<file path="src/rtl/core/amkd_pkg.sv">
// Shared types and constants for the desktop-bus mouse and keyboard device.
// Depends on nothing; imported by every module of the block.
package amkd_pkg;

	// Key matrix
	localparam int KEY_COUNT = 128;
	localparam int KEY_W     = $clog2(KEY_COUNT);

	// Reply descriptor queue between front and back
	localparam int QUEUE_DEPTH = 4;
	localparam int QPTR_W      = $clog2(QUEUE_DEPTH);

	// Reset values of the bus-visible registers
	localparam logic [7:0] MOUSE_ADDR_RST = 8'h63;
	localparam logic [7:0] MOUSE_HID_RST  = 8'h01;
	localparam logic [7:0] KBD_ADDR_RST   = 8'h62;
	localparam logic [7:0] KBD_TYPE_RST   = 8'h05;
	localparam logic [2:0] KBD_LED_RST    = 3'b111;

	// Item kinds
	localparam logic [1:0] KIND_CMD     = 2'd0;
	localparam logic [1:0] KIND_PRESS   = 2'd1;
	localparam logic [1:0] KIND_RELEASE = 2'd2;

	// Bus command fields
	localparam logic [1:0] CMD_LISTEN = 2'd2;
	localparam logic [1:0] CMD_TALK   = 2'd3;
	localparam logic [1:0] REG_1      = 2'd1;
	localparam logic [1:0] REG_2      = 2'd2;
	localparam logic [1:0] REG_3      = 2'd3;

	// Listen register 3 low-byte codes
	localparam logic [7:0] LSN_SET_ADDR = 8'hfe;
	localparam logic [7:0] LSN_SET_BITS = 8'h00;
	localparam logic [7:0] LSN_HID_1    = 8'h01;
	localparam logic [7:0] LSN_HID_2    = 8'h02;
	localparam logic [7:0] LSN_HID_4    = 8'h04;

	// Modifier key codes
	localparam logic [KEY_W-1:0] KEY_DEL    = 7'h6b;
	localparam logic [KEY_W-1:0] KEY_CLEAR  = 7'h47;
	localparam logic [KEY_W-1:0] KEY_CMD    = 7'h37;
	localparam logic [KEY_W-1:0] KEY_OPTION = 7'h3a;
	localparam logic [KEY_W-1:0] KEY_SHIFT  = 7'h38;
	localparam logic [KEY_W-1:0] KEY_CTRL   = 7'h36;
	localparam logic [KEY_W-1:0] KEY_CAPS   = 7'h39;
	localparam logic [KEY_W-1:0] KEY_FDEL   = 7'h75;

	// Reply byte counts
	localparam logic [7:0] PAIR_COUNT = 8'd2;
	localparam int         ID_LEN     = 9;
	localparam int         IDX_W      = $clog2(ID_LEN);

	typedef enum logic [1:0] {
		RPL_ZERO,
		RPL_PAIR,
		RPL_ID
	} reply_kind_t;

	typedef struct packed {
		reply_kind_t kind;
		logic [7:0]  byte_a;
		logic [7:0]  byte_b;
	} reply_desc_t;

	// Mouse register-1 identification reply, count byte first
	function automatic logic [7:0] id_byte(input logic [IDX_W-1:0] idx);
		logic [7:0] b;
		b = 8'h00;
		unique case (idx)
			4'd0: b = 8'd8;
			4'd1: b = 8'h61;
			4'd2: b = 8'h70;
			4'd3: b = 8'h70;
			4'd4: b = 8'h6c;
			4'd5: b = 8'h01;
			4'd6: b = 8'h2c;
			4'd7: b = 8'h01;
			4'd8: b = 8'h03;
			default: b = 8'h00;
		endcase
		return b;
	endfunction

endpackage

</file>
<file path="src/rtl/core/amkd_item_if.sv">
// Input channel: bus commands and key events with valid/ready handshake.
// Depends on nothing.
interface amkd_item_if;
	logic       valid;
	logic       ready;
	logic [1:0] kind;
	logic [7:0] command_byte;
	logic [7:0] listen_hi;
	logic [7:0] listen_lo;
	logic [6:0] key_code;
	logic [3:0] random_nibble;

	modport source (output valid, kind, command_byte, listen_hi, listen_lo, key_code,
		random_nibble, input ready);
	modport sink (input valid, kind, command_byte, listen_hi, listen_lo, key_code,
		random_nibble, output ready);
endinterface

</file>
<file path="src/rtl/core/amkd_reply_if.sv">
// Output channel: talk reply bytes with last flag, valid/ready handshake.
// Depends on nothing.
interface amkd_reply_if;
	logic       valid;
	logic       ready;
	logic [7:0] reply_byte;
	logic       last_byte;

	modport source (output valid, reply_byte, last_byte, input ready);
	modport sink (input valid, reply_byte, last_byte, output ready);
endinterface

</file>
<file path="src/rtl/core/adb_mouse_keyboard_device.sv">
// Desktop-bus mouse and keyboard pair, top level.
// Throughput: one item accepted per cycle while the 4-entry reply queue has room;
// replies leave at one byte per cycle while reply.ready holds, set by the byte sequencer.
// A talk's first reply byte passes through a queue entry and then the output register;
// key events, listens and bus resets act at the accepting edge.
// Reset: arst_n clears the key matrix, queue and output and restores all registers.
module adb_mouse_keyboard_device
	import amkd_pkg::*;
(
	input  logic         clk,
	input  logic         arst_n,
	amkd_item_if.sink    cmd,
	amkd_reply_if.source reply,
	input  logic         cfg_we,
	input  logic [7:0]   cfg_wdata
);

	logic        push_valid;
	logic        push_ready;
	reply_desc_t push_desc;
	logic        q_valid;
	reply_desc_t q_desc;
	logic        q_pop;

	amkd_front u_front (
		.clk        (clk),
		.arst_n     (arst_n),
		.cmd        (cmd),
		.cfg_we     (cfg_we),
		.cfg_wdata  (cfg_wdata),
		.push_ready (push_ready),
		.push_valid (push_valid),
		.push_desc  (push_desc)
	);

	amkd_queue u_queue (
		.clk        (clk),
		.arst_n     (arst_n),
		.push_valid (push_valid),
		.push_desc  (push_desc),
		.push_ready (push_ready),
		.pop_valid  (q_valid),
		.pop_desc   (q_desc),
		.pop        (q_pop)
	);

	amkd_back u_back (
		.clk        (clk),
		.arst_n     (arst_n),
		.desc_valid (q_valid),
		.desc       (q_desc),
		.desc_pop   (q_pop),
		.reply      (reply)
	);

endmodule

</file>
<file path="src/rtl/core/amkd_front.sv">
// Front end: accepts items, holds device registers and key matrix, and
// classifies talks into reply descriptors. Depends on amkd_pkg, amkd_item_if.
module amkd_front
	import amkd_pkg::*;
(
	input  logic             clk,
	input  logic             arst_n,
	amkd_item_if.sink        cmd,
	input  logic             cfg_we,
	input  logic [7:0]       cfg_wdata,
	input  logic             push_ready,
	output logic             push_valid,
	output reply_desc_t      push_desc
);

	logic [7:0]          kbd_type_q;
	logic [7:0]          mouse_addr_q;
	logic [7:0]          mouse_hid_q;
	logic [7:0]          kbd_addr_q;
	logic [7:0]          kbd_hid_q;
	logic [2:0]          kbd_led_q;
	logic [KEY_COUNT-1:0] key_map_q;

	logic [7:0] mouse_addr_d;
	logic [7:0] mouse_hid_d;
	logic [7:0] kbd_addr_d;
	logic [2:0] kbd_led_d;
	logic       accept;
	logic       is_cmd;
	logic       bus_rst;
	logic [3:0] adr;
	logic [1:0] cmd_f;
	logic [1:0] reg_f;
	logic       mouse_hit;
	logic       kbd_hit;
	logic [7:0] mod_hi;
	logic [7:0] mod_lo;

	assign cmd.ready = push_ready;
	assign accept    = cmd.valid && cmd.ready;
	assign is_cmd    = (cmd.kind == KIND_CMD);
	assign bus_rst   = is_cmd && (cmd.command_byte[3:0] == 4'h0);
	assign adr       = cmd.command_byte[7:4];
	assign cmd_f     = cmd.command_byte[3:2];
	assign reg_f     = cmd.command_byte[1:0];
	assign mouse_hit = (adr == mouse_addr_q[3:0]);
	assign kbd_hit   = !mouse_hit && (adr == kbd_addr_q[3:0]);

	// Keyboard register 2 bytes folded from the key matrix and LED state
	assign mod_hi = {1'b1, ~key_map_q[KEY_FDEL], ~key_map_q[KEY_CAPS], 1'b1,
		~key_map_q[KEY_CTRL], ~key_map_q[KEY_SHIFT], ~key_map_q[KEY_OPTION],
		~key_map_q[KEY_CMD]};
	assign mod_lo = {~key_map_q[KEY_CLEAR], ~key_map_q[KEY_DEL], 3'b111, kbd_led_q};

	// Command decode: register updates and reply classification
	always_comb begin
		mouse_addr_d = mouse_addr_q;
		mouse_hid_d  = mouse_hid_q;
		kbd_addr_d   = kbd_addr_q;
		kbd_led_d    = kbd_led_q;
		push_valid   = 1'b0;
		push_desc    = '{kind: RPL_ZERO, byte_a: 8'h00, byte_b: 8'h00};
		if (is_cmd && !bus_rst) begin
			if (mouse_hit) begin
				if (cmd_f == CMD_LISTEN && reg_f == REG_3) begin
					if (cmd.listen_lo == LSN_SET_ADDR)
						mouse_addr_d = {mouse_addr_q[7:4], cmd.listen_hi[3:0]};
					else if (cmd.listen_lo == LSN_HID_1 || cmd.listen_lo == LSN_HID_2
						|| cmd.listen_lo == LSN_HID_4)
						mouse_hid_d = cmd.listen_lo;
					else if (cmd.listen_lo == LSN_SET_BITS)
						mouse_addr_d = (mouse_addr_q & 8'hd0) | (cmd.listen_hi & 8'h2f);
				end else if (cmd_f == CMD_TALK) begin
					push_valid = 1'b1;
					if (reg_f == REG_1) begin
						push_desc.kind = RPL_ID;
					end else if (reg_f == REG_3) begin
						push_desc.kind   = RPL_PAIR;
						push_desc.byte_a = {mouse_addr_q[7:4], cmd.random_nibble};
						push_desc.byte_b = mouse_hid_q;
					end
				end
			end else if (kbd_hit) begin
				if (cmd_f == CMD_LISTEN) begin
					if (reg_f == REG_2) begin
						kbd_led_d = cmd.listen_lo[2:0];
					end else if (reg_f == REG_3) begin
						if (cmd.listen_lo == LSN_SET_ADDR)
							kbd_addr_d = {kbd_addr_q[7:4], cmd.listen_hi[3:0]};
						else if (cmd.listen_lo == LSN_SET_BITS)
							kbd_addr_d = (kbd_addr_q & 8'hd0) | (cmd.listen_hi & 8'h2f);
					end
				end else if (cmd_f == CMD_TALK) begin
					push_valid = 1'b1;
					if (reg_f == REG_2) begin
						push_desc.kind   = RPL_PAIR;
						push_desc.byte_a = mod_hi;
						push_desc.byte_b = mod_lo;
					end else if (reg_f == REG_3) begin
						push_desc.kind   = RPL_PAIR;
						push_desc.byte_a = {kbd_addr_q[7:4], cmd.random_nibble};
						push_desc.byte_b = kbd_hid_q;
					end
				end
			end else if (cmd_f == CMD_TALK) begin
				push_valid = 1'b1;
			end
		end
		push_valid = push_valid && accept;
	end

	// Device registers
	always_ff @(posedge clk or negedge arst_n) begin
		if (!arst_n) begin
			kbd_type_q   <= KBD_TYPE_RST;
			mouse_addr_q <= MOUSE_ADDR_RST;
			mouse_hid_q  <= MOUSE_HID_RST;
			kbd_addr_q   <= KBD_ADDR_RST;
			kbd_hid_q    <= KBD_TYPE_RST;
			kbd_led_q    <= KBD_LED_RST;
		end else if (cfg_we) begin
			kbd_type_q <= cfg_wdata;
			kbd_hid_q  <= cfg_wdata;
		end else if (accept && bus_rst) begin
			mouse_addr_q <= MOUSE_ADDR_RST;
			mouse_hid_q  <= MOUSE_HID_RST;
			kbd_addr_q   <= KBD_ADDR_RST;
			kbd_hid_q    <= kbd_type_q;
			kbd_led_q    <= KBD_LED_RST;
		end else if (accept) begin
			mouse_addr_q <= mouse_addr_d;
			mouse_hid_q  <= mouse_hid_d;
			kbd_addr_q   <= kbd_addr_d;
			kbd_led_q    <= kbd_led_d;
		end
	end

	// Key matrix
	always_ff @(posedge clk or negedge arst_n) begin
		if (!arst_n) begin
			key_map_q <= '0;
		end else if (accept && cmd.kind == KIND_PRESS) begin
			key_map_q[cmd.key_code] <= 1'b1;
		end else if (accept && cmd.kind == KIND_RELEASE) begin
			key_map_q[cmd.key_code] <= 1'b0;
		end
	end

endmodule

</file>
<file path="src/rtl/core/amkd_queue.sv">
// Short queue of reply descriptors between front and back.
// Depends on amkd_pkg.
module amkd_queue
	import amkd_pkg::*;
(
	input  logic        clk,
	input  logic        arst_n,
	input  logic        push_valid,
	input  reply_desc_t push_desc,
	output logic        push_ready,
	output logic        pop_valid,
	output reply_desc_t pop_desc,
	input  logic        pop
);

	reply_desc_t       entries_q [QUEUE_DEPTH];
	logic [QPTR_W-1:0] wr_ptr_q;
	logic [QPTR_W-1:0] rd_ptr_q;
	logic [QPTR_W:0]   count_q;
	logic              do_push;
	logic              do_pop;

	assign push_ready = (count_q != QUEUE_DEPTH[QPTR_W:0]);
	assign pop_valid  = (count_q != '0);
	assign pop_desc   = entries_q[rd_ptr_q];
	assign do_push    = push_valid && push_ready;
	assign do_pop     = pop && pop_valid;

	// Storage
	always_ff @(posedge clk) begin
		if (do_push)
			entries_q[wr_ptr_q] <= push_desc;
	end

	// Pointers and fill count
	always_ff @(posedge clk or negedge arst_n) begin
		if (!arst_n) begin
			wr_ptr_q <= '0;
			rd_ptr_q <= '0;
			count_q  <= '0;
		end else begin
			if (do_push)
				wr_ptr_q <= wr_ptr_q + 1'b1;
			if (do_pop)
				rd_ptr_q <= rd_ptr_q + 1'b1;
			if (do_push && !do_pop)
				count_q <= count_q + 1'b1;
			else if (!do_push && do_pop)
				count_q <= count_q - 1'b1;
		end
	end

endmodule

</file>
<file path="src/rtl/core/amkd_back.sv">
// Back end: expands descriptors into count and data bytes, popping each with
// its last byte, via an output register. Depends on amkd_pkg, amkd_reply_if.
module amkd_back
	import amkd_pkg::*;
(
	input  logic        clk,
	input  logic        arst_n,
	input  logic        desc_valid,
	input  reply_desc_t desc,
	output logic        desc_pop,
	amkd_reply_if.source reply
);

	logic [IDX_W-1:0] idx_q;
	logic             out_valid_q;
	logic [7:0]       out_byte_q;
	logic             out_last_q;
	logic             load;
	logic [7:0]       sel_byte;
	logic             sel_last;

	assign load     = desc_valid && (!out_valid_q || reply.ready);
	assign desc_pop = load && sel_last;

	// Byte selection for the current position in the reply
	always_comb begin
		sel_byte = 8'h00;
		sel_last = 1'b1;
		unique case (desc.kind)
			RPL_PAIR: begin
				sel_last = (idx_q == IDX_W'(2));
				if (idx_q == '0)
					sel_byte = PAIR_COUNT;
				else if (idx_q == IDX_W'(1))
					sel_byte = desc.byte_a;
				else
					sel_byte = desc.byte_b;
			end
			RPL_ID: begin
				sel_last = (idx_q == IDX_W'(ID_LEN - 1));
				sel_byte = id_byte(idx_q);
			end
			default: begin
				sel_byte = 8'h00;
				sel_last = 1'b1;
			end
		endcase
	end

	// Byte position and output register valid
	always_ff @(posedge clk or negedge arst_n) begin
		if (!arst_n) begin
			idx_q       <= '0;
			out_valid_q <= 1'b0;
		end else begin
			if (load)
				idx_q <= sel_last ? '0 : idx_q + 1'b1;
			if (load)
				out_valid_q <= 1'b1;
			else if (reply.ready)
				out_valid_q <= 1'b0;
		end
	end

	// Output payload
	always_ff @(posedge clk) begin
		if (load) begin
			out_byte_q <= sel_byte;
			out_last_q <= sel_last;
		end
	end

	assign reply.valid      = out_valid_q;
	assign reply.reply_byte = out_byte_q;
	assign reply.last_byte  = out_last_q;

endmodule
</file>
<file path="src/flat_wrapper.sv">
// flat-port wrapper written by rule: the top's interface ports become plain ports
module adb_mouse_keyboard_device_flat import amkd_pkg::*;
  (clk, arst_n, cfg_we, cfg_wdata, cmd_valid, cmd_kind, cmd_command_byte, cmd_listen_hi, cmd_listen_lo, cmd_key_code, cmd_random_nibble, cmd_ready, reply_valid, reply_reply_byte, reply_last_byte, reply_ready);
  amkd_item_if cmd_i ();
  amkd_reply_if reply_i ();
  input  logic clk;
  input  logic arst_n;
  input  logic cfg_we;
  input  logic [7:0] cfg_wdata;
  input wire logic [$bits(cmd_i.valid)-1:0] cmd_valid;
  input wire logic [$bits(cmd_i.kind)-1:0] cmd_kind;
  input wire logic [$bits(cmd_i.command_byte)-1:0] cmd_command_byte;
  input wire logic [$bits(cmd_i.listen_hi)-1:0] cmd_listen_hi;
  input wire logic [$bits(cmd_i.listen_lo)-1:0] cmd_listen_lo;
  input wire logic [$bits(cmd_i.key_code)-1:0] cmd_key_code;
  input wire logic [$bits(cmd_i.random_nibble)-1:0] cmd_random_nibble;
  output wire logic [$bits(cmd_i.ready)-1:0] cmd_ready;
  output wire logic [$bits(reply_i.valid)-1:0] reply_valid;
  output wire logic [$bits(reply_i.reply_byte)-1:0] reply_reply_byte;
  output wire logic [$bits(reply_i.last_byte)-1:0] reply_last_byte;
  input wire logic [$bits(reply_i.ready)-1:0] reply_ready;
  assign cmd_i.valid = cmd_valid;
  assign cmd_i.kind = cmd_kind;
  assign cmd_i.command_byte = cmd_command_byte;
  assign cmd_i.listen_hi = cmd_listen_hi;
  assign cmd_i.listen_lo = cmd_listen_lo;
  assign cmd_i.key_code = cmd_key_code;
  assign cmd_i.random_nibble = cmd_random_nibble;
  assign cmd_ready = cmd_i.ready;
  assign reply_valid = reply_i.valid;
  assign reply_reply_byte = reply_i.reply_byte;
  assign reply_last_byte = reply_i.last_byte;
  assign reply_i.ready = reply_ready;
  adb_mouse_keyboard_device u_core (.clk(clk), .arst_n(arst_n), .cmd(cmd_i), .reply(reply_i), .cfg_we(cfg_we), .cfg_wdata(cfg_wdata));
endmodule
</file>
<file path="config.mk">
export PLATFORM = sky130hd
export DESIGN_NAME = adb_mouse_keyboard_device_flat
export DESIGN_NICKNAME = d
export VERILOG_FILES = /design/src/rtl/core/amkd_pkg.sv /design/src/rtl/core/amkd_item_if.sv /design/src/rtl/core/amkd_reply_if.sv /design/src/rtl/core/adb_mouse_keyboard_device.sv /design/src/rtl/core/amkd_front.sv /design/src/rtl/core/amkd_queue.sv /design/src/rtl/core/amkd_back.sv /design/src/flat_wrapper.sv
export SDC_FILE = /design/constraint.sdc
export NUM_CORES = 1
export LEC_CHECK = 0
export BUFFER_PORTS_ARGS = -buffer_cell sky130_fd_sc_hd__buf_2
export CORE_MARGIN = 5
export CORE_UTILIZATION = 45
export CTS_CLUSTER_SIZE = 25
export DETAILED_ROUTE_END_ITERATION = 6
export MAX_ROUTING_LAYER = met4
export SLEW_MARGIN = 0
export SYNTH_ARGS = -nofsm -noshare
export SYNTH_HDL_FRONTEND = slang
export SYNTH_SLANG_ARGS = --single-unit
</file>
<file path="constraint.sdc">
create_clock -name clk -period 4.5 [get_ports clk]
set_input_delay 0.45 -clock clk [delete_from_list [all_inputs] [get_ports clk]]
set_output_delay 0.45 -clock clk [all_outputs]
set_load 0.1 [all_outputs]
</file>
# After elaboration in Yosys (flattened, before gate mapping)
# Memories as Yosys holds them, arrays and structs flattened.
# Index checks and enable logic that the tools add are counted.
dict set report word_totals {
  reg_bits 192
  ram_bits 72
  romBits 112
  input_bits 50
  output_inout_bits 11
  wordCells 180
  memories 2
}
dict set report op_classes {
  addsub 5
  magnitude_cmp 2
  eq_ne 24
  muxes 67
  bitwise_logic 14
  n_reduce_logical 50
}
# memory depth width read_ports rd_clocked_by_memory_dff wr line
set mem_list {}
lappend mem_list {{(no name shown)} 16 7 1 0 0 amkd_pkg.sv:70} ;# unique case (idx)
lappend mem_list {u_core.u_queue.entries_q 4 18 1 0 1 amkd_queue.sv:16} ;# reply_desc_t entries_q [QUEUE_DEPTH];
# op count
set op_table {}
lappend op_table {{two-way mux 128 bit} 2}
lappend op_table {{two-way mux 8 bit} 29}
lappend op_table {{AND 128 bit} 1}
lappend op_table {{NOT 128 bit} 1}
lappend op_table {{bitwise OR 128 bit} 1}
lappend op_table {{two-way mux 17 bit} 6}
lappend op_table {{two-way mux 18 bit} 4}
lappend op_table {{nonzero test 2 bit} 14}
lappend op_table {{two-way mux 3 bit} 9}
lappend op_table {{AND reduction 7 bit} 3}
lappend op_table {{logical AND 1 bit} 16}
lappend op_table {{two-way mux 16 bit} 1}
lappend op_table {{bitwise OR 8 x 6 -> 8 bit} 2}
lappend op_table {{case mux 8 bit (2 select lines)} 1}
lappend op_table {{== test 2 bit (second input constant)} 6}
lappend op_table {{two-way mux 1 bit} 11}
lappend op_table {{AND reduction 10 bit} 1}
lappend op_table {{NOT 1 bit} 9}
lappend op_table {{AND reduction 9 bit} 1}
lappend op_table {{== test 4 bit} 2}
lappend op_table {{== test 8 x 1 -> 1 bit (second input constant)} 1}
lappend op_table {{== test 8 x 2 -> 1 bit (second input constant)} 1}
lappend op_table {{== test 8 x 3 -> 1 bit (second input constant)} 1}
lappend op_table {{== test 8 bit (second input constant)} 1}
lappend op_table {{other kinds (24)} 38}

# Logic depth before layout (Yosys ltp)
dict set report logic_depth {
  word_depth 12
  ltp_mapped 15
  mapped_depth_nobuf 13
}

# Modules after synthesis
# A second synthesis with hierarchy kept.
dict set report unflattened {
  cells_unflattened 464
  area_unflattened_um2 6541.3
}
# module n_inst cells_each area_per_inst_um2
set by_module_without_submodules {}
lappend by_module_without_submodules {amkd_queue 1 129 3036.7}
lappend by_module_without_submodules {amkd_front 1 245 2577.5}
lappend by_module_without_submodules {amkd_back 1 90 927.1}

# Least setup slack after synthesis
# OpenSTA, ideal clock, no wires.
dict set report synth_path {
  kind {flip-flop to flip-flop}
  start {reg u_core.u_queue.rd_ptr_q[0]}
  end {reg u_core.u_queue.count_q[2]}
  arrival_ns 3.311
  t_required_ns 4.421
  slack_ns 1.110
  stages_incl_launch_ff 15
  n_path_buf 3
  synth_period_minus_slack_ns 3.390
  cell_sequence {dfrtp_1 buf_2 buf_2 mux4_2 inv_1 ha_1 buf_1 a31o_2 nand2_1 ha_1 inv_1 fa_1 xor2_1 nor2_1 xor2_1}
}
dict set report synth_between {
  elab_chain_cells 8
  word_cells_on_any_way 11
}
# item line
set synth_rtl {}
lappend synth_rtl {{start, declared} amkd_queue.sv:18} ;# logic [QPTR_W-1:0] rd_ptr_q;
lappend synth_rtl {{start signal, assigned} amkd_queue.sv:45} ;# rd_ptr_q <= rd_ptr_q + 1'b1;
lappend synth_rtl {{memory (4 x 18 bit) (*)} --}
lappend synth_rtl {{== test 2 bit / == test 2 x 1 -> 1 bit (equally long branches)} amkd_back.sv:29} ;# unique case (desc.kind)
lappend synth_rtl {{case mux 1 bit (2 select lines) (*)} amkd_back.sv:29}
lappend synth_rtl {{net u_core.u_back.sel_last} amkd_back.sv:20} ;# logic sel_last;
lappend synth_rtl {{logical AND 1 bit (*)} amkd_back.sv:23} ;# assign desc_pop = load && sel_last;
lappend synth_rtl {{logical AND 1 bit (*)} amkd_queue.sv:27} ;# assign do_pop = pop && pop_valid;
lappend synth_rtl {{logical NOT 1 bit} amkd_queue.sv:46} ;# if (do_push && !do_pop)
lappend synth_rtl {{logical AND 1 bit} amkd_queue.sv:46}
lappend synth_rtl {{two-way mux 3 bit / nonzero test 2 bit (equally long branches)} --}
lappend synth_rtl {{end signal, assigned} amkd_queue.sv:47} ;# count_q <= count_q + 1'b1;
lappend synth_rtl {{end signal, assigned} amkd_queue.sv:49} ;# count_q <= count_q - 1'b1;
lappend synth_rtl {{end, declared} amkd_queue.sv:19} ;# logic [QPTR_W:0] count_q;
# The timed path passes the listed nets; every way through them passes the cells marked *.
# A chain may end at the register's enable or synchronous reset.

# Final worst setup path
# Same ends and word-level chain as after synthesis.

==> impl_metrics.ini <==
[critical_path]
crit_arrival_ns = 3.59
startpoint_type = flip-flop
cp-startpoint = u_core.u_queue.rd_ptr_q[0]
crit_path_end_kind = flip-flop
r2r_setup_slack_ns = 1.24
reg2reg_from = u_core.u_queue.rd_ptr_q[0]
criticalPathCategory = reg -> reg
cp.required_ns = 4.83
critPathMaxFanout = 9

[die]
start_util_pct = 46.2
die-area_mm2 = 0.0168
die_w_um = 130
core-area_mm2 = 0.0139
die_y_um = 130
ios = 61
rows = 43

[drt]
drc = 0
met1_length_um = 5970
avgRoutedWirePerCell_um = 18.2
viasPerCell = 5.55
vias = 4060
ant_nets = 0
drt-pass1-iter-count = 5
wirelength_um = 13300
first_iter_violations = 261
routed-wl-met3_um = 465
topRoutingLayerUsed = met4
wl_met2_um = 6570

[synthesis]
synth-compound-area-share_pct = 9.36
synthTopCellsByCount = edfxtp_1 (77), dfrtp_1 (44), nand2_1 (31), nor2_1 (26), o21ai_0 (24)
yosysMostFrequentCell = edfxtp_1
yosysTopAreaCell = edfxtp_1
synth-seq-area-share_pct = 59.1
synth-edff-count = 77
synthAdderAreaFrac_pct = 2.45
synth_simple_gate_area_share_pct = 12.5
synth_top_family_by_area = simple AND/OR/NAND/NOR gates
synth_warnings = 0
synth_area_leaders = edfxtp_1 (36%), dfrtp_1 (17%), dfstp_2 (6.1%), mux4_2 (5.9%), mux2_2 (3.5%)
postSynthAreaPerCell_um2 = 13.5
ys_async_sr_fraction_pct = 43.4
ys_seq_elements = 136
synth_cells = 477
synth_xor_area_share_pct = 2.31
synth_top_flop_cell = edfxtp_1
netlist_area_mm2 = 0.00644
synth_cell_types = 69
synth_top_area_share_pct = 35.9
synth_nets = 539
synthMuxAreaShare_pct = 11.6

[finish]
diodes = 0
post-route-util_pct = 53.6
nets = 601
fin_area_mm2 = 0.00746
area_delta_synth_final_pct = 15.9
fillers = 1193
drive_gt1_share_pct = 28.8

[timing]
final_max_slew_viol_count = 0
max_freq_mhz = 307
hold_slack_ns = 0.197
rsz0062_at_grt = false
skew_ns = 0.00750
slew-limit-headroom_pct = 40.0
worst_pin_slew_ns = 0.901
setup_viol = 0
post-route-period-util_pct = 72.5
period_minus_slack_ns = 3.26
worst_slack_ns = 1.24
finalSetupTns_ns = 0
hold_viol_final = 0

[power]
switchingPower_w = 0.00119
pwr_density_cell_mw_per_mm2 = 513
swShare_pct = 31.0
power_frac_clock_pct = 34.9
power.leakage_nw = 2.82
p_int_w = 0.00264
seqPwrFrac_pct = 39.8
ir_worst_vdd_mv = 0.289
power_frac_comb_pct = 25.3

[clock_tree]
cts_made_buffers = 17
cts_root_buf = clkbuf_16
cts_tree = done
post-cts-setup-buffers = 0
cts_max_level = 4
holdBufCountCts = 0
clkLatencyLatePin_ns = 0.41
clk_pin_slew_ns = 0.06
cts.sinks = 136
cts_resized = 0
clockBufferDepth = 2

[placement]
port_buffers = 57
postPlaceCellArea_mm2 = 0.00690
hpwl_um = 9350
place_worst_setup_slack_ns = 1.21
place.gp.congestion = 0.906

[global_routing]
antenna_found_initial = 0
grt_max_degree = 60
grt_use_total_pct = 17.8
grt_overflow_total = 0
grt_pass1_vias = 4353
grt_pass1_wl_um = 22200

[run_status]
run_status = finished, final reports clean

[job]
drv_cap = 0

[hold_path]
holdCritPathClass = in -> async
layout make-up:
| cell class | instances | area (um^2) | share of cell area (%) |
|---|---|---|---|
| Inverter | 22 | 85.1 | 1.14 |
| Clock buffer | 27 | 493 | 6.61 |
| Sequential cell | 136 | 3810 | 51.0 |
| Clock inverter | 5 | 75.1 | 1.01 |
| Timing Repair Buffer | 61 | 315 | 4.22 |
| Tap cell | 180 | 225 | 3.02 |
| Multi-Input combinational cell | 301 | 2460 | 33.0 |
path summary, 6_finish.rpt:
check                      cells after the start                             end
max                                           10       u_core.u_queue.count_q[2]
min                                            2    u_core.u_front.kbd_type_q[3]
max reg2reg                                   10       u_core.u_queue.count_q[2]
min reg2reg                                    2  u_core.u_front.mouse_addr_q[0]
max in group asynchronous                      2          u_core.u_back.idx_q[0]
min in group clk                               3    u_core.u_front.kbd_addr_q[1]
logic make-up after synthesis:
| group | after synthesis |
|---|---|
| XOR/XNOR | 17 |
| AO/OA/AOI/OAI | 87 |
| buffers and inverters | 40 |
| flip-flops | 136 |
| multiplexers | 51 |
| AND/OR/NAND/NOR | 134 |
| adder cells (fa/ha/maj) | 12 |
cells in the final DEF (no fill, tap or decap), types with 9 or more instances in the layout:
cell       instances
xnor2_1            9
nor2b_1            9
nor2_1            26
ha_1              11
mux2i_1           14
dfrtp_1           44
a22o_1            11
o21ai_0           24
nand2_1           31
mux4_2            17
clkbuf_16         17
dfstp_2           15
inv_1             21
edfxtp_1          77
nand2b_1           9
buf_2             57
a21oi_1           18
mux2_2            20
flip-flops by register name (all words and copies together) (netlist names):
name,flops
u_core.u_front.mouse_addr_q,6
u_core.u_front.key_map_q,8
u_core.u_queue.rd_ptr_q,2
u_core.u_back.idx_q,4
u_core.u_front.kbd_addr_q,6
u_core.u_front.kbd_type_q,8
u_core.u_back.reply.valid,1
u_core.u_front.kbd_hid_q,8
u_core.u_queue.count_q,3
u_core.u_front.kbd_led_q,3
u_core.u_queue.entries_q,68
u_core.u_front.mouse_hid_q,8
u_core.u_back.reply.reply_byte,8
u_core.u_back.reply.last_byte,1
u_core.u_queue.wr_ptr_q,2
metrics by stage:
step	std cells	power (W)
floorplan	477	0.00229
global placement	700	0.00251
detailed placement	700	0.00253
CTS	732	0.00388
global route	732	0.00403
finish	732	0.00383
routing by layer:
metal  up-vias  GRT usage, %
met3        18          3.71
met1      2017          23.2
met5         -             -
met2       100          27.3
li1       1925             -
met4         0          7.40
critical path, stage by stage (launching register included):
cell and delay, ns:
dfrtp_1 0.61, mux4_2 0.58, ha_1 0.41, a31o_2 0.32, nand2_1 0.12, ha_1 0.20, inv_1 0.07, fa_1 0.43
xor2_1 0.17, nor2_1 0.11, xor2_1 0.15
power groups by stage:
| stage | Combinational [W] | Clock, W | Sequential [W] |
|---|---|---|---|
| 4_1_cts | 0.000987 | 0.00136 | 0.00153 |
| 2_1_floorplan | 0.000587 | 0 | 0.00171 |
| 6_report | 0.000968 | 0.00134 | 0.00152 |
| 3_3_place_gp | 0.000963 | 0 | 0.00155 |
| 5_1_grt | 0.00106 | 0.00143 | 0.00154 |
| 3_5_place_dp | 0.000981 | 0 | 0.00155 |
Note: power is estimated with default switching activity, not from simulation.
